$ cat src/rtl/crcfb_pkg.sv
// shared types, constants and the crc byte step for the crc16 frame builder
package crcfb_pkg;

   // crc-16 parameters, msb first, no reflection, no final xor
   localparam logic [15:0] CRC_INIT = 16'hFFFF;
   localparam logic [15:0] CRC_POLY = 16'h1021;

   // bytes a frame carries besides its payload
   localparam logic [16:0] FRAME_OVERHEAD = 17'd8;

   // result status codes
   localparam logic [1:0] STATUS_OK           = 2'd0;
   localparam logic [1:0] STATUS_NO_SPACE     = 2'd1;
   localparam logic [1:0] STATUS_NOT_IN_FRAME = 2'd2;

   // input item modes
   localparam logic MODE_START   = 1'b0;
   localparam logic MODE_PAYLOAD = 1'b1;

   // configuration register indexes
   localparam int unsigned CSR_INDEX_W = 2;
   localparam int unsigned CSR_DATA_W  = 17;
   localparam logic [CSR_INDEX_W-1:0] CSR_HEAD_FIRST    = 2'd0;
   localparam logic [CSR_INDEX_W-1:0] CSR_HEAD_SECOND   = 2'd1;
   localparam logic [CSR_INDEX_W-1:0] CSR_VERSION_BYTE  = 2'd2;
   localparam logic [CSR_INDEX_W-1:0] CSR_MAX_FRAME_LEN = 2'd3;

   // configuration reset values
   localparam logic [7:0]  HEAD_FIRST_RESET    = 8'hFA;
   localparam logic [7:0]  HEAD_SECOND_RESET   = 8'hFC;
   localparam logic [7:0]  VERSION_BYTE_RESET  = 8'h01;
   localparam logic [16:0] MAX_FRAME_LEN_RESET = 17'd65543;

   // beat index within a header run
   localparam logic [2:0] HDR_HEAD_FIRST  = 3'd0;
   localparam logic [2:0] HDR_HEAD_SECOND = 3'd1;
   localparam logic [2:0] HDR_VERSION     = 3'd2;
   localparam logic [2:0] HDR_COMMAND     = 3'd3;
   localparam logic [2:0] HDR_LEN_HI      = 3'd4;
   localparam logic [2:0] HDR_LEN_LO      = 3'd5;
   localparam logic [2:0] HDR_CRC_HI      = 3'd6;
   localparam logic [2:0] HDR_CRC_LO      = 3'd7;

   // beat index within a payload run
   localparam logic [2:0] DAT_BYTE   = 3'd0;
   localparam logic [2:0] DAT_CRC_HI = 3'd1;
   localparam logic [2:0] DAT_CRC_LO = 3'd2;

   typedef enum logic [1:0] {
      JOB_REFUSE,
      JOB_NOT_IN_FRAME,
      JOB_HEADER,
      JOB_DATA
   } job_kind_type;

   // one classified item handed from front to back
   typedef struct packed {
      job_kind_type kind;
      logic [7:0]   byte_val;   // command for a header, payload byte for data
      logic [15:0]  plen;
      logic [15:0]  crc;
      logic [16:0]  total;
      logic         close;      // crc bytes follow this run
   } job_type;

   typedef struct packed {
      logic [7:0]  head_first;
      logic [7:0]  head_second;
      logic [7:0]  version_byte;
      logic [16:0] max_frame_len;
   } cfg_type;

   // queue handshake between front, queue and back
   typedef struct packed {
      logic full;
      logic valid;
   } queue_status_type;

   // one byte through the crc, eight shift steps
   function automatic logic [15:0] crc_byte(input logic [15:0] crc, input logic [7:0] b);
      logic [15:0] c;
      c = crc ^ {b, 8'h00};
      for (int i = 0; i < 8; i++) begin
         c = c[15] ? ((c << 1) ^ CRC_POLY) : (c << 1);
      end
      return c;
   endfunction

endpackage

$ cat src/rtl/crcfb_if.sv
// request and response channel interfaces of the crc16 frame builder

interface crcfb_req_if;
   logic        valid;
   logic        ready;
   logic        mode;
   logic [7:0]  command;
   logic [15:0] payload_len;
   logic [7:0]  data_byte;

   modport source (output valid, output mode, output command, output payload_len,
                   output data_byte, input ready);
   modport sink   (input valid, input mode, input command, input payload_len,
                   input data_byte, output ready);
endinterface

interface crcfb_rsp_if;
   logic        valid;
   logic        ready;
   logic [7:0]  out_byte;
   logic [1:0]  status;
   logic        run_last;
   logic        frame_end;
   logic [16:0] frame_len;

   modport source (output valid, output out_byte, output status, output run_last,
                   output frame_end, output frame_len, input ready);
   modport sink   (input valid, input out_byte, input status, input run_last,
                   input frame_end, input frame_len, output ready);
endinterface

$ cat src/rtl/crc16_frame_builder_core.sv
// top level of the crc16 frame builder: csr file, front end, job queue and back end
//
// Builds serial frames of head bytes, version, command, big-endian length, payload
// and a big-endian CRC-16 (init 0xFFFF, poly 0x1021) over command, length and
// payload. Payload and error items are taken one per cycle while the front end is
// idle and the queue has space; a payload byte gives one result beat, three with the
// crc when it closes the frame, one beat per cycle while the receiver is ready.
// A taken byte goes through a queue entry, the job register and the output register.
// A start item holds the request channel while the front end runs the crc over the
// command and both length bytes, one byte a cycle unless the queue is full; its six
// or eight header beats drain at one beat a cycle while the receiver is ready, so
// requests stall once the QUEUE_DEPTH job queue fills behind a header run. The user
// must write the csr registers only while no item is in flight; it is not enforced.
module crc16_frame_builder_core #(
   parameter int unsigned QUEUE_DEPTH = 4
) (
   input  logic                               clock,
   input  logic                               reset,
   input  logic                               csr_we,
   input  logic [crcfb_pkg::CSR_INDEX_W-1:0]  csr_index,
   input  logic [crcfb_pkg::CSR_DATA_W-1:0]   csr_wdata,
   crcfb_req_if.sink                          req_bus,
   crcfb_rsp_if.source                        rsp_bus
);

   crcfb_pkg::cfg_type          cfg_ff, cfg_in;
   crcfb_pkg::queue_status_type q_status;
   crcfb_pkg::job_type          push_job;
   crcfb_pkg::job_type          pop_job;
   logic                        push;
   logic                        pop;

   // csr write decode
   always_comb begin
      cfg_in = cfg_ff;
      if (csr_we) begin
         unique case (csr_index)
            crcfb_pkg::CSR_HEAD_FIRST:    cfg_in.head_first   = csr_wdata[7:0];
            crcfb_pkg::CSR_HEAD_SECOND:   cfg_in.head_second  = csr_wdata[7:0];
            crcfb_pkg::CSR_VERSION_BYTE:  cfg_in.version_byte = csr_wdata[7:0];
            crcfb_pkg::CSR_MAX_FRAME_LEN: cfg_in.max_frame_len = csr_wdata[16:0];
            default: ;
         endcase
      end
   end

   always_ff @(posedge clock) begin
      if (reset) begin
         cfg_ff.head_first    <= crcfb_pkg::HEAD_FIRST_RESET;
         cfg_ff.head_second   <= crcfb_pkg::HEAD_SECOND_RESET;
         cfg_ff.version_byte  <= crcfb_pkg::VERSION_BYTE_RESET;
         cfg_ff.max_frame_len <= crcfb_pkg::MAX_FRAME_LEN_RESET;
      end else begin
         cfg_ff <= cfg_in;
      end
   end

   // front end
   crcfb_front u_front (
      .clock    (clock),
      .reset    (reset),
      .req_bus  (req_bus),
      .cfg      (cfg_ff),
      .q_status (q_status),
      .push     (push),
      .push_job (push_job)
   );

   // job queue
   crcfb_queue #(
      .DEPTH (QUEUE_DEPTH)
   ) u_queue (
      .clock    (clock),
      .reset    (reset),
      .push     (push),
      .push_job (push_job),
      .pop      (pop),
      .pop_job  (pop_job),
      .q_status (q_status)
   );

   // back end
   crcfb_back u_back (
      .clock    (clock),
      .reset    (reset),
      .cfg      (cfg_ff),
      .q_status (q_status),
      .pop_job  (pop_job),
      .pop      (pop),
      .rsp_bus  (rsp_bus)
   );

endmodule

$ cat src/rtl/crcfb_front.sv
// front end: accepts request beats, keeps frame state and crc, classifies into jobs
module crcfb_front (
   input  logic                       clock,
   input  logic                       reset,
   crcfb_req_if.sink                  req_bus,
   input  crcfb_pkg::cfg_type         cfg,
   input  crcfb_pkg::queue_status_type q_status,
   output logic                       push,
   output crcfb_pkg::job_type         push_job
);

   typedef enum logic [1:0] {
      FRONT_IDLE,
      FRONT_LEN_HI,
      FRONT_LEN_LO
   } front_state_type;

   front_state_type state_ff, state_in;
   logic            in_frame_ff, in_frame_in;
   logic [15:0]     bytes_left_ff, bytes_left_in;
   logic [15:0]     crc_ff, crc_in;
   logic [16:0]     total_ff, total_in;
   logic [7:0]      cmd_ff, cmd_in;
   logic [15:0]     plen_ff, plen_in;

   logic            accept;
   logic [16:0]     start_total;
   logic [15:0]     crc_step;

   assign req_bus.ready = (state_ff == FRONT_IDLE) && !q_status.full;
   assign accept        = req_bus.valid && req_bus.ready;
   assign start_total   = crcfb_pkg::FRAME_OVERHEAD + {1'b0, req_bus.payload_len};

   // classify the item and step the frame state
   always_comb begin
      state_in      = state_ff;
      in_frame_in   = in_frame_ff;
      bytes_left_in = bytes_left_ff;
      crc_in        = crc_ff;
      total_in      = total_ff;
      cmd_in        = cmd_ff;
      plen_in       = plen_ff;
      push          = 1'b0;
      crc_step      = '0;
      push_job      = '{kind: crcfb_pkg::JOB_NOT_IN_FRAME, byte_val: 8'h00, plen: 16'h0000,
                        crc: 16'h0000, total: 17'd0, close: 1'b0};
      unique case (state_ff)
         FRONT_IDLE: begin
            if (accept) begin
               if (req_bus.mode == crcfb_pkg::MODE_START) begin
                  if (start_total > cfg.max_frame_len) begin
                     push           = 1'b1;
                     push_job.kind  = crcfb_pkg::JOB_REFUSE;
                     push_job.total = start_total;
                  end else begin
                     cmd_in        = req_bus.command;
                     plen_in       = req_bus.payload_len;
                     total_in      = start_total;
                     crc_in        = crcfb_pkg::crc_byte(crcfb_pkg::CRC_INIT, req_bus.command);
                     in_frame_in   = (req_bus.payload_len != 16'h0000);
                     bytes_left_in = req_bus.payload_len;
                     state_in      = FRONT_LEN_HI;
                  end
               end else if (!in_frame_ff) begin
                  push          = 1'b1;
                  push_job.kind = crcfb_pkg::JOB_NOT_IN_FRAME;
               end else begin
                  crc_step          = crcfb_pkg::crc_byte(crc_ff, req_bus.data_byte);
                  crc_in            = crc_step;
                  bytes_left_in     = bytes_left_ff - 16'd1;
                  push              = 1'b1;
                  push_job.kind     = crcfb_pkg::JOB_DATA;
                  push_job.byte_val = req_bus.data_byte;
                  push_job.crc      = crc_step;
                  push_job.total    = total_ff;
                  push_job.close    = (bytes_left_ff == 16'd1);
                  if (bytes_left_ff == 16'd1) begin
                     in_frame_in = 1'b0;
                  end
               end
            end
         end
         FRONT_LEN_HI: begin
            crc_in   = crcfb_pkg::crc_byte(crc_ff, plen_ff[15:8]);
            state_in = FRONT_LEN_LO;
         end
         FRONT_LEN_LO: begin
            if (!q_status.full) begin
               crc_step          = crcfb_pkg::crc_byte(crc_ff, plen_ff[7:0]);
               crc_in            = crc_step;
               push              = 1'b1;
               push_job.kind     = crcfb_pkg::JOB_HEADER;
               push_job.byte_val = cmd_ff;
               push_job.plen     = plen_ff;
               push_job.crc      = crc_step;
               push_job.total    = total_ff;
               push_job.close    = (plen_ff == 16'h0000);
               state_in          = FRONT_IDLE;
            end
         end
         default: begin
            state_in = FRONT_IDLE;
         end
      endcase
   end

   // state and frame registers
   always_ff @(posedge clock) begin
      if (reset) begin
         state_ff      <= FRONT_IDLE;
         in_frame_ff   <= 1'b0;
         bytes_left_ff <= 16'h0000;
         crc_ff        <= crcfb_pkg::CRC_INIT;
         total_ff      <= 17'd0;
         cmd_ff        <= 8'h00;
         plen_ff       <= 16'h0000;
      end else begin
         state_ff      <= state_in;
         in_frame_ff   <= in_frame_in;
         bytes_left_ff <= bytes_left_in;
         crc_ff        <= crc_in;
         total_ff      <= total_in;
         cmd_ff        <= cmd_in;
         plen_ff       <= plen_in;
      end
   end

   // a frame in progress always has bytes to come
   assert property (@(posedge clock) disable iff (reset)
      in_frame_ff |-> (bytes_left_ff != 16'h0000))
      else $error("front: open frame with no bytes left");

   // the high length crc step is always followed by the low length step
   assert property (@(posedge clock) disable iff (reset)
      (state_ff == FRONT_LEN_HI) |=> (state_ff == FRONT_LEN_LO))
      else $error("front: length crc step skipped");

   // nothing is pushed into a full queue
   assert property (@(posedge clock) disable iff (reset)
      push |-> !q_status.full)
      else $error("front: push into full queue");

endmodule

$ cat src/rtl/crcfb_queue.sv
// short register queue of jobs between front and back
module crcfb_queue #(
   parameter int unsigned DEPTH = 4
) (
   input  logic                        clock,
   input  logic                        reset,
   input  logic                        push,
   input  crcfb_pkg::job_type          push_job,
   input  logic                        pop,
   output crcfb_pkg::job_type          pop_job,
   output crcfb_pkg::queue_status_type q_status
);

   localparam int unsigned AW = (DEPTH > 1) ? $clog2(DEPTH) : 1;
   localparam int unsigned CW = $clog2(DEPTH + 1);

   crcfb_pkg::job_type entry_ff [DEPTH];
   logic [AW-1:0]      wr_ptr_ff, wr_ptr_in;
   logic [AW-1:0]      rd_ptr_ff, rd_ptr_in;
   logic [CW-1:0]      count_ff, count_in;

   assign q_status.full  = (count_ff == CW'(DEPTH));
   assign q_status.valid = (count_ff != '0);
   assign pop_job        = entry_ff[rd_ptr_ff];

   // pointer and fill count update
   always_comb begin
      wr_ptr_in = wr_ptr_ff;
      rd_ptr_in = rd_ptr_ff;
      count_in  = count_ff;
      if (push) begin
         wr_ptr_in = (wr_ptr_ff == AW'(DEPTH - 1)) ? '0 : wr_ptr_ff + 1'b1;
      end
      if (pop) begin
         rd_ptr_in = (rd_ptr_ff == AW'(DEPTH - 1)) ? '0 : rd_ptr_ff + 1'b1;
      end
      if (push && !pop) begin
         count_in = count_ff + 1'b1;
      end else if (pop && !push) begin
         count_in = count_ff - 1'b1;
      end
   end

   always_ff @(posedge clock) begin
      if (reset) begin
         wr_ptr_ff <= '0;
         rd_ptr_ff <= '0;
         count_ff  <= '0;
      end else begin
         wr_ptr_ff <= wr_ptr_in;
         rd_ptr_ff <= rd_ptr_in;
         count_ff  <= count_in;
      end
   end

   // job storage
   always_ff @(posedge clock) begin
      if (push) begin
         entry_ff[wr_ptr_ff] <= push_job;
      end
   end

   // never popped while empty
   assert property (@(posedge clock) disable iff (reset)
      pop |-> q_status.valid)
      else $error("queue: pop from empty queue");

   // fill count never passes the depth
   assert property (@(posedge clock) disable iff (reset)
      count_ff <= CW'(DEPTH))
      else $error("queue: fill count overflow");

   // read and write pointers meet only when empty or full
   assert property (@(posedge clock) disable iff (reset)
      (wr_ptr_ff == rd_ptr_ff) |-> (!q_status.valid || q_status.full))
      else $error("queue: pointers disagree with fill count");

endmodule

$ cat src/rtl/crcfb_back.sv
// back end: expands each job into its run of result beats through an output register
module crcfb_back (
   input  logic                        clock,
   input  logic                        reset,
   input  crcfb_pkg::cfg_type          cfg,
   input  crcfb_pkg::queue_status_type q_status,
   input  crcfb_pkg::job_type          pop_job,
   output logic                        pop,
   crcfb_rsp_if.source                 rsp_bus
);

   logic               active_ff, active_in;
   crcfb_pkg::job_type job_ff, job_in;
   logic [2:0]         idx_ff, idx_in;

   logic               rsp_valid_ff, rsp_valid_in;
   logic [7:0]         out_byte_ff, out_byte_in;
   logic [1:0]         status_ff, status_in;
   logic               run_last_ff, run_last_in;
   logic               frame_end_ff, frame_end_in;
   logic [16:0]        frame_len_ff, frame_len_in;

   logic [2:0]         last_idx;
   logic               out_free;
   logic               emit;
   logic               job_done;
   logic [7:0]         beat_byte;
   logic [1:0]         beat_status;

   // run length of the current job
   always_comb begin
      case (job_ff.kind)
         crcfb_pkg::JOB_HEADER: last_idx = job_ff.close ? crcfb_pkg::HDR_CRC_LO
                                                        : crcfb_pkg::HDR_LEN_LO;
         crcfb_pkg::JOB_DATA:   last_idx = job_ff.close ? crcfb_pkg::DAT_CRC_LO
                                                        : crcfb_pkg::DAT_BYTE;
         default:               last_idx = 3'd0;
      endcase
   end

   assign out_free = !rsp_valid_ff || rsp_bus.ready;
   assign emit     = active_ff && out_free;
   assign job_done = emit && (idx_ff == last_idx);
   assign pop      = q_status.valid && (!active_ff || job_done);

   // byte and status of the current beat
   always_comb begin
      beat_byte   = 8'h00;
      beat_status = crcfb_pkg::STATUS_OK;
      case (job_ff.kind)
         crcfb_pkg::JOB_REFUSE: begin
            beat_status = crcfb_pkg::STATUS_NO_SPACE;
         end
         crcfb_pkg::JOB_NOT_IN_FRAME: begin
            beat_status = crcfb_pkg::STATUS_NOT_IN_FRAME;
         end
         crcfb_pkg::JOB_HEADER: begin
            case (idx_ff)
               crcfb_pkg::HDR_HEAD_FIRST:  beat_byte = cfg.head_first;
               crcfb_pkg::HDR_HEAD_SECOND: beat_byte = cfg.head_second;
               crcfb_pkg::HDR_VERSION:     beat_byte = cfg.version_byte;
               crcfb_pkg::HDR_COMMAND:     beat_byte = job_ff.byte_val;
               crcfb_pkg::HDR_LEN_HI:      beat_byte = job_ff.plen[15:8];
               crcfb_pkg::HDR_LEN_LO:      beat_byte = job_ff.plen[7:0];
               crcfb_pkg::HDR_CRC_HI:      beat_byte = job_ff.crc[15:8];
               default:                    beat_byte = job_ff.crc[7:0];
            endcase
         end
         default: begin
            case (idx_ff)
               crcfb_pkg::DAT_BYTE:   beat_byte = job_ff.byte_val;
               crcfb_pkg::DAT_CRC_HI: beat_byte = job_ff.crc[15:8];
               default:               beat_byte = job_ff.crc[7:0];
            endcase
         end
      endcase
   end

   // job sequencing and output register load
   always_comb begin
      active_in    = active_ff;
      job_in       = job_ff;
      idx_in       = idx_ff;
      rsp_valid_in = rsp_valid_ff;
      out_byte_in  = out_byte_ff;
      status_in    = status_ff;
      run_last_in  = run_last_ff;
      frame_end_in = frame_end_ff;
      frame_len_in = frame_len_ff;

      if (pop) begin
         active_in = 1'b1;
         job_in    = pop_job;
         idx_in    = 3'd0;
      end else if (job_done) begin
         active_in = 1'b0;
      end else if (emit) begin
         idx_in = idx_ff + 3'd1;
      end

      if (emit) begin
         rsp_valid_in = 1'b1;
         out_byte_in  = beat_byte;
         status_in    = beat_status;
         run_last_in  = (idx_ff == last_idx);
         frame_end_in = job_ff.close && (idx_ff == last_idx) &&
                        ((job_ff.kind == crcfb_pkg::JOB_HEADER) ||
                         (job_ff.kind == crcfb_pkg::JOB_DATA));
         frame_len_in = job_ff.total;
      end else if (rsp_bus.ready) begin
         rsp_valid_in = 1'b0;
      end
   end

   // control registers
   always_ff @(posedge clock) begin
      if (reset) begin
         active_ff    <= 1'b0;
         idx_ff       <= 3'd0;
         rsp_valid_ff <= 1'b0;
      end else begin
         active_ff    <= active_in;
         idx_ff       <= idx_in;
         rsp_valid_ff <= rsp_valid_in;
      end
   end

   // payload registers
   always_ff @(posedge clock) begin
      job_ff       <= job_in;
      out_byte_ff  <= out_byte_in;
      status_ff    <= status_in;
      run_last_ff  <= run_last_in;
      frame_end_ff <= frame_end_in;
      frame_len_ff <= frame_len_in;
   end

   assign rsp_bus.valid     = rsp_valid_ff;
   assign rsp_bus.out_byte  = out_byte_ff;
   assign rsp_bus.status    = status_ff;
   assign rsp_bus.run_last  = run_last_ff;
   assign rsp_bus.frame_end = frame_end_ff;
   assign rsp_bus.frame_len = frame_len_ff;

   // the final crc byte closes its run
   assert property (@(posedge clock) disable iff (reset)
      (rsp_valid_ff && frame_end_ff) |-> run_last_ff)
      else $error("back: frame end not on last beat of run");

   // error beats stand alone
   assert property (@(posedge clock) disable iff (reset)
      (rsp_valid_ff && (status_ff != crcfb_pkg::STATUS_OK)) |-> run_last_ff)
      else $error("back: error beat not last of run");

   // beat index stays inside the run
   assert property (@(posedge clock) disable iff (reset)
      active_ff |-> (idx_ff <= last_idx))
      else $error("back: beat index beyond run");

endmodule

$ cat src/flat_wrapper.sv
// flat-port wrapper written by rule: the top's interface ports become plain ports
module crc16_frame_builder_core_flat 
#(
   parameter int unsigned QUEUE_DEPTH = 4
)
  (clock, reset, csr_we, csr_index, csr_wdata, req_bus_valid, req_bus_mode, req_bus_command, req_bus_payload_len, req_bus_data_byte, req_bus_ready, rsp_bus_valid, rsp_bus_out_byte, rsp_bus_status, rsp_bus_run_last, rsp_bus_frame_end, rsp_bus_frame_len, rsp_bus_ready);
  crcfb_req_if req_bus_i ();
  crcfb_rsp_if rsp_bus_i ();
  input  logic clock;
  input  logic reset;
  input  logic csr_we;
  input  logic [crcfb_pkg::CSR_INDEX_W-1:0] csr_index;
  input  logic [crcfb_pkg::CSR_DATA_W-1:0] csr_wdata;
  input wire logic [$bits(req_bus_i.valid)-1:0] req_bus_valid;
  input wire logic [$bits(req_bus_i.mode)-1:0] req_bus_mode;
  input wire logic [$bits(req_bus_i.command)-1:0] req_bus_command;
  input wire logic [$bits(req_bus_i.payload_len)-1:0] req_bus_payload_len;
  input wire logic [$bits(req_bus_i.data_byte)-1:0] req_bus_data_byte;
  output wire logic [$bits(req_bus_i.ready)-1:0] req_bus_ready;
  output wire logic [$bits(rsp_bus_i.valid)-1:0] rsp_bus_valid;
  output wire logic [$bits(rsp_bus_i.out_byte)-1:0] rsp_bus_out_byte;
  output wire logic [$bits(rsp_bus_i.status)-1:0] rsp_bus_status;
  output wire logic [$bits(rsp_bus_i.run_last)-1:0] rsp_bus_run_last;
  output wire logic [$bits(rsp_bus_i.frame_end)-1:0] rsp_bus_frame_end;
  output wire logic [$bits(rsp_bus_i.frame_len)-1:0] rsp_bus_frame_len;
  input wire logic [$bits(rsp_bus_i.ready)-1:0] rsp_bus_ready;
  assign req_bus_i.valid = req_bus_valid;
  assign req_bus_i.mode = req_bus_mode;
  assign req_bus_i.command = req_bus_command;
  assign req_bus_i.payload_len = req_bus_payload_len;
  assign req_bus_i.data_byte = req_bus_data_byte;
  assign req_bus_ready = req_bus_i.ready;
  assign rsp_bus_valid = rsp_bus_i.valid;
  assign rsp_bus_out_byte = rsp_bus_i.out_byte;
  assign rsp_bus_status = rsp_bus_i.status;
  assign rsp_bus_run_last = rsp_bus_i.run_last;
  assign rsp_bus_frame_end = rsp_bus_i.frame_end;
  assign rsp_bus_frame_len = rsp_bus_i.frame_len;
  assign rsp_bus_i.ready = rsp_bus_ready;
  crc16_frame_builder_core #(.QUEUE_DEPTH(QUEUE_DEPTH)) u_core (.clock(clock), .reset(reset), .csr_we(csr_we), .csr_index(csr_index), .csr_wdata(csr_wdata), .req_bus(req_bus_i), .rsp_bus(rsp_bus_i));
endmodule
$ cat config.mk
export PLATFORM = sky130hd
export DESIGN_NAME = crc16_frame_builder_core_flat
export DESIGN_NICKNAME = d
export VERILOG_FILES = /design/src/rtl/crcfb_pkg.sv /design/src/rtl/crcfb_if.sv /design/src/rtl/crc16_frame_builder_core.sv /design/src/rtl/crcfb_front.sv /design/src/rtl/crcfb_queue.sv /design/src/rtl/crcfb_back.sv /design/src/flat_wrapper.sv
export SDC_FILE = /design/constraint.sdc
export NUM_CORES = 1
export LEC_CHECK = 0
export BUFFER_PORTS_ARGS = -buffer_cell sky130_fd_sc_hd__buf_2
export CAP_MARGIN = 20
export CORE_ASPECT_RATIO = 0.6
export CORE_MARGIN = 3
export CORE_UTILIZATION = 61
export CTS_CLUSTER_DIAMETER = 200
export DETAILED_ROUTE_END_ITERATION = 8
export GPL_ROUTABILITY_DRIVEN = 0
export HOLD_SLACK_MARGIN = 0.06
export PLACE_DENSITY = 0.91
export SKIP_CTS_REPAIR_TIMING = 1
export SLEW_MARGIN = 20
export SYNTH_ARGS = -nofsm -noshare
export SYNTH_HDL_FRONTEND = slang
export SYNTH_SLANG_ARGS = --single-unit
$ cat constraint.sdc
create_clock -name clock -period 7.82 [get_ports clock]
set_input_delay 0.391 -clock clock [delete_from_list [all_inputs] [get_ports clock]]
set_output_delay 0.391 -clock clock [all_outputs]
set_load 0.05 [all_outputs]
==> run metrics, run 1 <==
status=finished, final reports clean; slowest stage delay, CP=~0.70 ns; achievable frequency=between 200 and 250 MHz; Design Power=approximately 7.5 mW; num ports=between 80 and 90; Clock power frac=0.259; clock latency on the worst-skew pair=approximately 0.56 ns; syn nets=between 1500 and 2000; Simple-Gate Fraction of Synth Area=0.0946; Slew @ Worst Pin=1.01 ns; CTS Buffer Depth=3; clock slew seen by the registers of the worst setup and hold paths=0.07 ns; ratio of cells with drive above 1 in the final layout=0.156; Slew Limit Headroom=0.324; number of global-route vias before repair=between 10000 and 15000; CORE AREA=31600 sq um; main combinational cell family by area after synthesis=compound AO/OA/AOI/OAI gates; DRT Pass-1 Iters=6; synthesis warning total=0; post-synth top area cell=edfxtp_1; Die ar.=roughly 35000 sq um; Post-synth EDFFs=~330; Synth Area in Compound Gates=0.103; fin. max-slew vios=0; crit-path cells=buf_2 -> and3_1 -> nand3_1 -> nor2_1 -> nand3_1 -> xnor2_1 -> ha_1 -> nand4_2 -> nor4_2 -> o21ai_0 -> a31oi_1 -> a21oi_1 -> buf_4 -> nor2b_4 -> buf_4; Clock Sinks=~460; Post-Route WL=around 54000 um; drt drc=0; antenna violations before repair=4; Peak VDD IR=0.221 mV; Synth Instances=between 1500 and 2000; post-synthesis adder-cell area fraction=0.0231; Via Count=13653; Fillers=2034; top cells by area, synth=edfxtp_1 (50%), dfxtp_1 (13%), mux4_2 (6.8%); mux share of post-synthesis cell area=0.0835; XOR/XNOR Fraction of Synth Area=0.0410; Site Rows=50; Setup crit end kind=flip-flop; share of Yosys cell area claimed by the top area cell type=0.498; GRT Total Usage=0.299; RSZ-0062 raised after global routing=no; Seq pwr share=0.458; clk_skew=approximately 0.020 ns; Final Hold Violating Endpoints=0; WL/cell=approximately 27 um; Hold Slack=~0.092 ns; P_sw=between 2 and 3 mW; TritonCTS clock tree=built; pin count of the biggest net entering global routing=~90; Reg2Reg Depth=10; ys async rst share=0; H-Tree Level Count=2; Crit Path Max Fanout=34; CP required=8.01 ns; worst min path class=primary input to flip-flop; Synth Register Bits=455; synthesis-to-layout area growth=9.87%; Crit Path Category=primary input to flip-flop; Critical Path AT=approximately 4.8 ns; Net Sw Frac=0.338; Final setup viols=0; Int Pwr=between 4 and 5 mW; DR vias/cell=between 6 and 7; Yosys cell types=68; Slowest-stage cell, CP=nor2b_4; setup TNS=0 ns; Die X=approximately 240 um; hold depth=3; die height=approximately 150 um; Power Density=345 nW/um^2; detailed-placement wirelength estimate=roughly 35000 um; power share of the combinational group=0.283; Max Cap Viol=0; antenna viol nets, final=0; CTS Buf Count=39; synthesized area=19800 sq um; register-to-register setup slack=roughly 3.7 ns; initial core utilization=0.628; Synth Area per Inst=13.1 sq um; fin util=0.690; first-pass GRT wire length=between 70000 and 80000 um; Root Buffer Master=clkbuf_16; CP Launch Type=primary input; GRT overflow=0; IO buf count=87; static leakage=7.65 nW; most common cell after layout, fill and taps aside=edfxtp_1; min cycle time layout=~4.6 ns; drt initial violations=2291; Seq/Total Area, Yosys=0.625; most frequent cells in the layout=edfxtp_1 (329), nand2_1 (156), dfxtp_1 (124), a21oi_1 (110), nor2_1 (89); fin crit share=0.593; Nets=1653; dominant synthesized flop cell=edfxtp_1
sequential cells by signal, indices dropped and copies added (netlist names), 8 cells and up:
| signal | count |
|---|---|
| u_core.u_front.cmd_ff | 8 |
| u_core.cfg_ff | 41 |
| u_core.u_front.plen_ff | 13 |
| u_core.u_back.rsp_bus.out_byte | 8 |
| u_core.u_front.bytes_left_ff | 16 |
| u_core.u_front.crc_ff | 16 |
| u_core.u_back.job_ff | 60 |
| u_core.u_front.total_ff | 17 |
| u_core.u_back.rsp_bus.frame_len | 17 |
| u_core.u_queue.entry_ff | 240 |
final timing paths:
| kind | start | end |
|---|---|---|
| min reg2reg | u_core.u_back.job_ff[17]$_DFFE_PP_ | u_core.u_back.rsp_bus.frame_len[16]$_DFFE_PP_ |
| max reg2reg | u_core.cfg_ff[15]$_SDFFE_PP0P_ | u_core.u_queue.entry_ff[3][32]$_DFFE_PP_ |
| max | req_bus_payload_len[7] | u_core.u_queue.entry_ff[3][32]$_DFFE_PP_ |
| min | req_bus_command[1] | u_core.u_front.cmd_ff[1]$_SDFFE_PP0P_ |
layer usage:
layer	part of all wire	global-route usage	vias to the layer above
met5	0.00032	0	-
met4	0.030	0.0836	2
met3	0.14	0.0932	171
met2	0.44	0.433	1063
met1	0.39	0.441	6651
li1	-	-	5766
cells by family (layout without fill, tap and decap cells):
family	after synthesis	after routing
AND/OR/NAND/NOR	401	401
flip-flops	455	455
multiplexers	89	89
adder cells (fa/ha/maj)	36	36
other	0	3
AO/OA/AOI/OAI	301	301
buffers and inverters	142	214
XOR/XNOR	92	92
cells in the mapped netlist (16+ instances only):
cell      instances
xor2_1           30
nand3_1          25
xnor2_1          61
o22ai_1          16
a211o_1          20
a22oi_1          20
o21ai_0          27
mux4_2           60
nor3_1           28
nor2_1           89
a21oi_1         110
mux2i_1          17
nand2_1         156
edfxtp_1        329
dfxtp_1         126
and2_1           18
clkbuf_1         71
inv_1            39
nor2b_1          18
buf_2            18
ha_1             35
a22o_1           27
critical path: cells and delay by family:
| kind | cells | cell delay [ns] |
|---|---|---|
| AOI/OAI and AO/OA | 3 | 0.91 |
| and+or+nand+nor | 7 | 1.90 |
| adders and majority gates | 1 | 0.25 |
| xor gates and xnor gates | 1 | 0.31 |
| buffers and inverters | 3 | 1.04 |
area by class of cell:
cell class	instances	area [sq um]	share of cell area
tap	416	520	0.0239
clock buffer	53	1050	0.0481
sequential	455	12400	0.569
timing repair buffer	104	568	0.0261
multi-input combinational	919	6890	0.316
clock inverter	16	199	0.00913
inverter	41	154	0.00706
antenna	3	7.51	0.000344
stage by stage:
step / instances / setup slack [ns] / instance area (sq um)
after floorplan: 1516 / 2.11 / 19800
after global placement: 1932 / 3.05 / 20500
after detailed placement: 1932 / 2.81 / 20500
after CTS: 2001 / 3.29 / 21800
after global routing: 2006 / 2.91 / 21800
final: 2007 / 3.18 / 21800
power by group through the flow:
stage / registers, mW / logic, mW / clock network (mW)
2_1_floorplan: 3.52 / 1.39 / 0
3_3_place_gp: 3.44 / 1.98 / 0
3_5_place_dp: 3.47 / 2.05 / 0
4_1_cts: 3.43 / 2.08 / 1.96
5_1_grt: 3.48 / 2.26 / 2.05
6_report: 3.45 / 2.13 / 1.95
Power figures use the tool's default switching activity.
==> inputs of run 2 (changes only) <==
Settings changed: CORE_UTILIZATION 61 to 56, PLACE_DENSITY 0.91 to 0.88.
Clock period 7.82 ns to 4.1 ns, I/O delays scaled along.
==> run 2 against run 1 <==
Effect of this change: the run now ends with hold timing left; power grew 91%; design area grew 2.8%; combinational power grew 93%; clock skew grew 0.0034 ns; wire length grew 5.1%; flip-flop and latch count is the same.
==> run metrics, run 2 (same netlist as run 1, synthesis figures left out) <==
status=finished with violations; failing checks=hold timing; biggest regs=u_core.u_queue.entry_ff x240, u_core.u_back.job_ff x60, u_core.cfg_ff x41; Power Density=643 nW/um^2 (+86%); initial core utilization=0.579 (-0.0494); Crit Path Max Fanout=3 (-91%); Nets=1712 (+3.6%); crit-path cells=dlygate4sd3_1 -> buf_2 -> inv_1 -> nor4_1 -> ha_1 -> nand4_2 -> nor4_2 -> o21ai_0 -> a31oi_1 -> a21oi_1 -> inv_1 -> ha_1 -> inv_1 -> fa_1 -> xor2_1 -> or3_1 -> a21oi_1; Crit Path Category=primary input to flip-flop; post-route cell area=22400 sq um (+2.8%); Site Rows=52 (+4.0%); most used cell, CP=inv_1; most frequent cells in the layout=edfxtp_1 (329), nand2_1 (156), dfxtp_1 (124), a21oi_1 (109), nor2_1 (89); achievable frequency=263 MHz; Post-Route WL=56400 um (+5.1%); IO buf count=87 (unchanged); Hold Slack=-0.00375 ns (-0.0962 ns); GRT overflow=0 (unchanged); clk_skew=0.0234 ns (+0.00337 ns); first-pass GRT wire length=81100 um (+3.1%); clock latency on the worst-skew pair=0.58 ns (+0.02 ns); Max Cap Viol=0 (unchanged); Root Buffer Master=clkbuf_16; CP Launch Type=primary input; drt drc=0 (unchanged); fin crit share=0.929; worst min path class=primary input to flip-flop; slowest stage delay, CP=0.52 ns (-0.18 ns); static leakage=7.90 nW (+3.3%); Final setup viols=0 (unchanged); clock slew seen by the registers of the worst setup and hold paths=0.07 ns (about the same); antenna viol nets, final=0 (unchanged); Slew @ Worst Pin=0.966 ns (-0.0477 ns); DR vias/cell=6.65 (-2.2%); Final Hold Violating Endpoints=1 (+1); CTS Buffer Depth=3 (unchanged); RR Startpoint=u_core.cfg_ff[14]$_SDFFE_PP0P_; Slowest-stage cell, CP=dlygate4sd3_1; Reg2Reg Depth=14 (+4); most common cell after layout, fill and taps aside=edfxtp_1; Die ar.=37800 sq um (+8.6%); min cycle time layout=3.81 ns; register-to-register setup slack=0.70 ns (-3.04 ns); die height=152 um (+4.2%); Fillers=2252 (+11%); Hold EP=u_core.u_back.rsp_bus.valid$_SDFFE_PP0P_; CP required=4.61 ns (-3.40 ns); WL/cell=26.7 um (about the same); hold depth=4 (+1); Die X=249 um (+4.3%); Slew Limit Headroom=0.349 (+0.0250); pin count of the biggest net entering global routing=82 (-6.8%); number of global-route vias before repair=13287 (+2.8%); CTS Buf Count=39 (unchanged); CORE AREA=34300 sq um (+8.5%); detailed-placement wirelength estimate=34800 um (+0.65%); drt initial violations=2183 (-4.7%); Reg with most FFs=u_core.u_queue.entry_ff; placed cell areas=20800 sq um (+1.3%); Setup crit end kind=flip-flop; antenna violations before repair=4 (unchanged); HP Start=rsp_bus_ready; synthesis-to-layout area growth=13.0%; GRT Total Usage=0.284 (-0.0147); TritonCTS clock tree=built; Via Count=14033 (+2.8%); Peak VDD IR=0.468 mV (+110%); number of flip-flops in the largest register=240 (unchanged); ratio of cells with drive above 1 in the final layout=0.161 (+0.00577); H-Tree Level Count=2 (unchanged); RR Endpoint=u_core.u_queue.count_ff[2]$_SDFFE_PP0P_; Clock Sinks=455 (unchanged); num ports=88 (unchanged); fin. max-slew vios=0 (unchanged); fin util=0.654 (-0.0362); Critical Path AT=4.32 ns (-0.51 ns); DRT Pass-1 Iters=6 (unchanged)
## run 2: changes by cell type in the layout (fill, tap and decap cells not counted), sizes merged
cell / delta
diode: -1
buf: +20
clkinvlp: +2
clkinv: -1
bufinv: -3
clkbuf: +3
inv: +1
dlygate4sd3: +39
## run 2: through the flow
step / total power, mW / setup WS [ns] / instances / setup TNS [ns]
after floorplan: 9.36 / -0.332 / 1516 / -79.63
after global placement: 10.4 / 0.239 / 1997 / 0
after detailed placement: 10.6 / 0.0708 / 1997 / 0
after CTS: 14.2 / 0.624 / 2068 / 0
after global routing: 14.9 / -0.0222 / 2109 / -0.0222
final: 14.4 / 0.291 / 2110 / 0
## run 2: how the worst max path moves through the flow
stage                                              endpoint  cells past startpoint                     from
global placement    u_core.u_queue.count_ff[2]$_SDFFE_PP0P_                     18   req_bus_payload_len[4]
detailed placement  u_core.u_queue.count_ff[2]$_SDFFE_PP0P_                     18   req_bus_payload_len[4]
global route        u_core.u_queue.count_ff[2]$_SDFFE_PP0P_                     17  req_bus_payload_len[15]
finish              u_core.u_queue.count_ff[2]$_SDFFE_PP0P_                     17  req_bus_payload_len[15]
CTS                 u_core.u_queue.count_ff[2]$_SDFFE_PP0P_                     19   req_bus_payload_len[7]
floorplan           u_core.u_queue.entry_ff[3][0]$_DFFE_PP_                     12   req_bus_payload_len[5]
## run 2: layer usage
layer | vias to the layer above | wire length (um) | track usage
li1 | 5897 | - | -
met1 | 6798 | 20800 | 0.383
met2 | 1111 | 25700 | 0.447
met3 | 223 | 7710 | 0.0882
met4 | 4 | 2230 | 0.0903
met5 | - | 21 | 0
## run 2: final cells by class
cell class,instances,area (sq um),share of cell area
antenna,2,5.00,0.000223
multi-input combinational,919,6890,0.307
clock inverter,15,135,0.00603
sequential,455,12400,0.554
inverter,41,154,0.00687
timing repair buffer,163,1160,0.0517
tap,459,574,0.0256
clock buffer,56,1090,0.0487
## run 2: power breakdown
group / switching (mW) / internal [mW] / leakage (nW)
registers: 0.631 / 6.00 / 4.09
clock network: 1.74 / 1.94 / 0.589
logic: 2.58 / 1.53 / 3.23
total: 4.95 / 9.47 / 7.90
## run 2: critical path: cells and delay by family
| kind | cells | cell delay, ns |
|---|---|---|
| AND/OR/NAND/NOR | 4 | 1.28 |
| buffers and inverters | 5 | 1.02 |
| adder cells (fa/ha/maj) | 3 | 0.86 |
| AO/OA/AOI/OAI | 4 | 0.75 |
| XOR/XNOR | 1 | 0.18 |
==> inputs of run 3 (changes only) <==
Settings changed: CORE_UTILIZATION 56 to 58, CTS_BUF_LIST from default to sky130_fd_sc_hd__clkbuf_4 sky130_fd_sc_hd__clkbuf_8, PLACE_DENSITY 0.88 to 0.91.
==> run 3 against run 2 <==
Effect of this change: the run now ends clean; wire length is 0.67% higher; non-clock buffer count is 6 higher; worst setup slack better by 0.091 ns; sequential power hardly changed; power is 1.2% higher; global-route usage is 1.4 points higher; clock skew is 0.021 ns higher; critical path depth is 2 higher; flip-flop and latch count stayed put; clock-buffer cell count is 31 higher; critical path type unchanged; critical endpoint unchanged.
==> run metrics, run 3 (same netlist as run 1, synthesis figures left out) <==
Setup crit end kind=flip-flop; Design Power=14.6 mW (+1.2%); Placement Setup Slack=0.0528 ns (-0.0180 ns); CORE AREA=33100 sq um (-3.6%); min cycle time layout=3.72 ns (-0.0906 ns); RR Endpoint=u_core.u_queue.count_ff[2]$_SDFFE_PP0P_; Critical Path AT=4.28 ns (-0.04 ns); number of global-route vias before repair=13423 (+1.0%); antenna violations before repair=5 (+1); Power Density=645 nW/um^2 (+0.29%); Final setup viols=0 (unchanged); Slew @ Worst Pin=1.02 ns (+0.0509 ns); TritonCTS clock tree=built; ratio of cells with drive above 1 in the final layout=0.187 (+0.0260); worst min path class=primary input to flip-flop; pin count of the biggest net entering global routing=90 (+9.8%); Die X=245 um (-1.7%); Max Cap Viol=0 (unchanged); clk_skew=0.0440 ns (+0.0207 ns); drt drc=0 (unchanged); Peak VDD IR=0.447 mV (-4.5%); most common cell after layout, fill and taps aside=edfxtp_1; hold depth=4 (unchanged); DRT Pass-1 Iters=6 (unchanged); num ports=88 (unchanged); Hold Slack=0.0251 ns (+0.0289 ns); placed cell areas=20800 sq um (about the same); RR Startpoint=u_core.cfg_ff[15]$_SDFFE_PP0P_; GRT Total Usage=0.298 (+0.0138); Fillers=2104 (-6.6%); crit path buf inv count=3 (-2); Crit Path Max Fanout=6 (+3); achievable frequency=269 MHz (+2.4%); CP Launch Type=primary input; slowest stage delay, CP=0.43 ns (-0.09 ns); Reg2Reg Depth=14 (unchanged); H-Tree Level Count=2 (unchanged); DR vias/cell=6.66 (about the same); number of flip-flops in the largest register=240 (unchanged); Root Buffer Master=clkbuf_8; IO buf count=87 (unchanged); Final Hold Violating Endpoints=0 (-1); CTS Buffer Depth=3 (unchanged); RSZ-0062 raised after global routing=no; Via Count=14310 (+2.0%); initial core utilization=0.600 (+0.0216); Slew Limit Headroom=0.322 (-0.0271); first-pass GRT wire length=81600 um (+0.66%); drt initial violations=2782 (+27%); static leakage=8.05 nW (+1.9%); Reg with most FFs=u_core.u_queue.entry_ff; Post-Route WL=56800 um (+0.67%); status=finished, final reports clean; fin util=0.684 (+0.0302); fin crit share=0.907 (-0.0221); antenna viol nets, final=0 (unchanged); Site Rows=51 (-1.9%); detailed-placement wirelength estimate=36300 um (+4.2%); CP required=4.66 ns (+0.05 ns); fin. max-slew vios=0 (unchanged); Hold EP=u_core.u_front.total_ff[13]$_SDFFE_PP0P_; register-to-register setup slack=0.55 ns (-0.15 ns); biggest regs=u_core.u_queue.entry_ff x240, u_core.u_back.job_ff x60, u_core.cfg_ff x41; crit-path cells=buf_2 -> and3_1 -> nand3_1 -> nor2_1 -> nand3_1 -> xnor2_1 -> ha_1 -> nand4_1 -> nor4_2 -> o21ai_0 -> a31oi_1 -> a21oi_1 -> inv_1 -> ha_1 -> inv_1 -> fa_1 -> xor2_1 -> or3_1 -> a21oi_1; Clock Sinks=455 (unchanged); Die ar.=36500 sq um (-3.3%); CTS Buf Count=60 (+54%); clock slew seen by the registers of the worst setup and hold paths=0.07 ns (about the same); most frequent cells in the layout=edfxtp_1 (329), nand2_1 (156), dfxtp_1 (124), a21oi_1 (109), nor2_1 (89); die height=149 um (-1.7%); clock latency on the worst-skew pair=0.67 ns (+0.09 ns); Setup WS post-layout=0.382 ns (+0.0906 ns); GRT overflow=0 (unchanged); WL/cell=26.4 um (-1.2%); post-route cell area=22600 sq um (+0.85%); Slowest-stage cell, CP=fa_1; synthesis-to-layout area growth=14.0%; HP Start=req_bus_payload_len[13]; Nets=1739 (+1.6%); CP delay by family, top=simple AND/OR/NAND/NOR gates; Crit Path Category=primary input to flip-flop
[run 3: cell types whose count changed in the layout (fill, tap and decap cells not counted), sizes merged]
cell / change
clkbuf: +31
clkinvlp: -1
dlygate4sd3: +5
buf: +1
clkinv: +8
bufinv: +5
[run 3: area by class of cell]
type | instances | area [sq um] | share of cell area
flip-flops and latches | 455 | 12400 | 0.549
repair buffers | 169 | 1230 | 0.0544
well taps | 450 | 563 | 0.0249
multi-input cells | 919 | 6890 | 0.305
clock inverters | 27 | 300 | 0.0133
diodes | 2 | 5.00 | 0.000221
clock buffers | 87 | 1050 | 0.0466
inverters | 41 | 154 | 0.00681
[run 3: report_power, final]
group / switching, mW / internal [mW] / total (mW)
logic: 2.61 / 1.53 / 4.14
clock network: 1.79 / 2.05 / 3.84
registers: 0.607 / 6.00 / 6.60
[run 3: how the worst max path moves through the flow]
stage                           start                                      end  slack (ns)  cells past startpoint
2_1_floorplan  req_bus_payload_len[5]  u_core.u_queue.entry_ff[3][0]$_DFFE_PP_       -0.33                     12
3_3_place_gp   req_bus_payload_len[3]  u_core.u_queue.count_ff[2]$_SDFFE_PP0P_        0.24                     19
3_5_place_dp   req_bus_payload_len[3]  u_core.u_queue.count_ff[2]$_SDFFE_PP0P_        0.05                     18
4_1_cts        req_bus_payload_len[3]  u_core.u_queue.count_ff[2]$_SDFFE_PP0P_        0.59                     18
5_1_grt        req_bus_payload_len[3]  u_core.u_queue.count_ff[2]$_SDFFE_PP0P_        0.13                     19
6_report       req_bus_payload_len[3]  u_core.u_queue.count_ff[2]$_SDFFE_PP0P_        0.38                     19
[run 3: stage by stage]
step / std cells / setup TNS, ns
global placement: 1989 / 0
global route: 2150 / 0
detailed placement: 1989 / 0
floorplan: 1516 / -79.63
finish: 2150 / 0
CTS: 2103 / 0
[run 3: routing by layer]
metal / GRT usage / wire length [um] / vias up
met2: 0.447 / 25400 / 1250
met4: 0.100 / 2510 / 2
li1: - / - / 5958
met3: 0.0807 / 8170 / 225
met5: 0 / 8 / -
met1: 0.427 / 20700 / 6875
[run 3: tightest hold or removal path, cell delays in order]
cell     delay [ns]
buf_2          0.13
xnor2_1        0.12
nor2_1         0.11
nor3_1         0.05
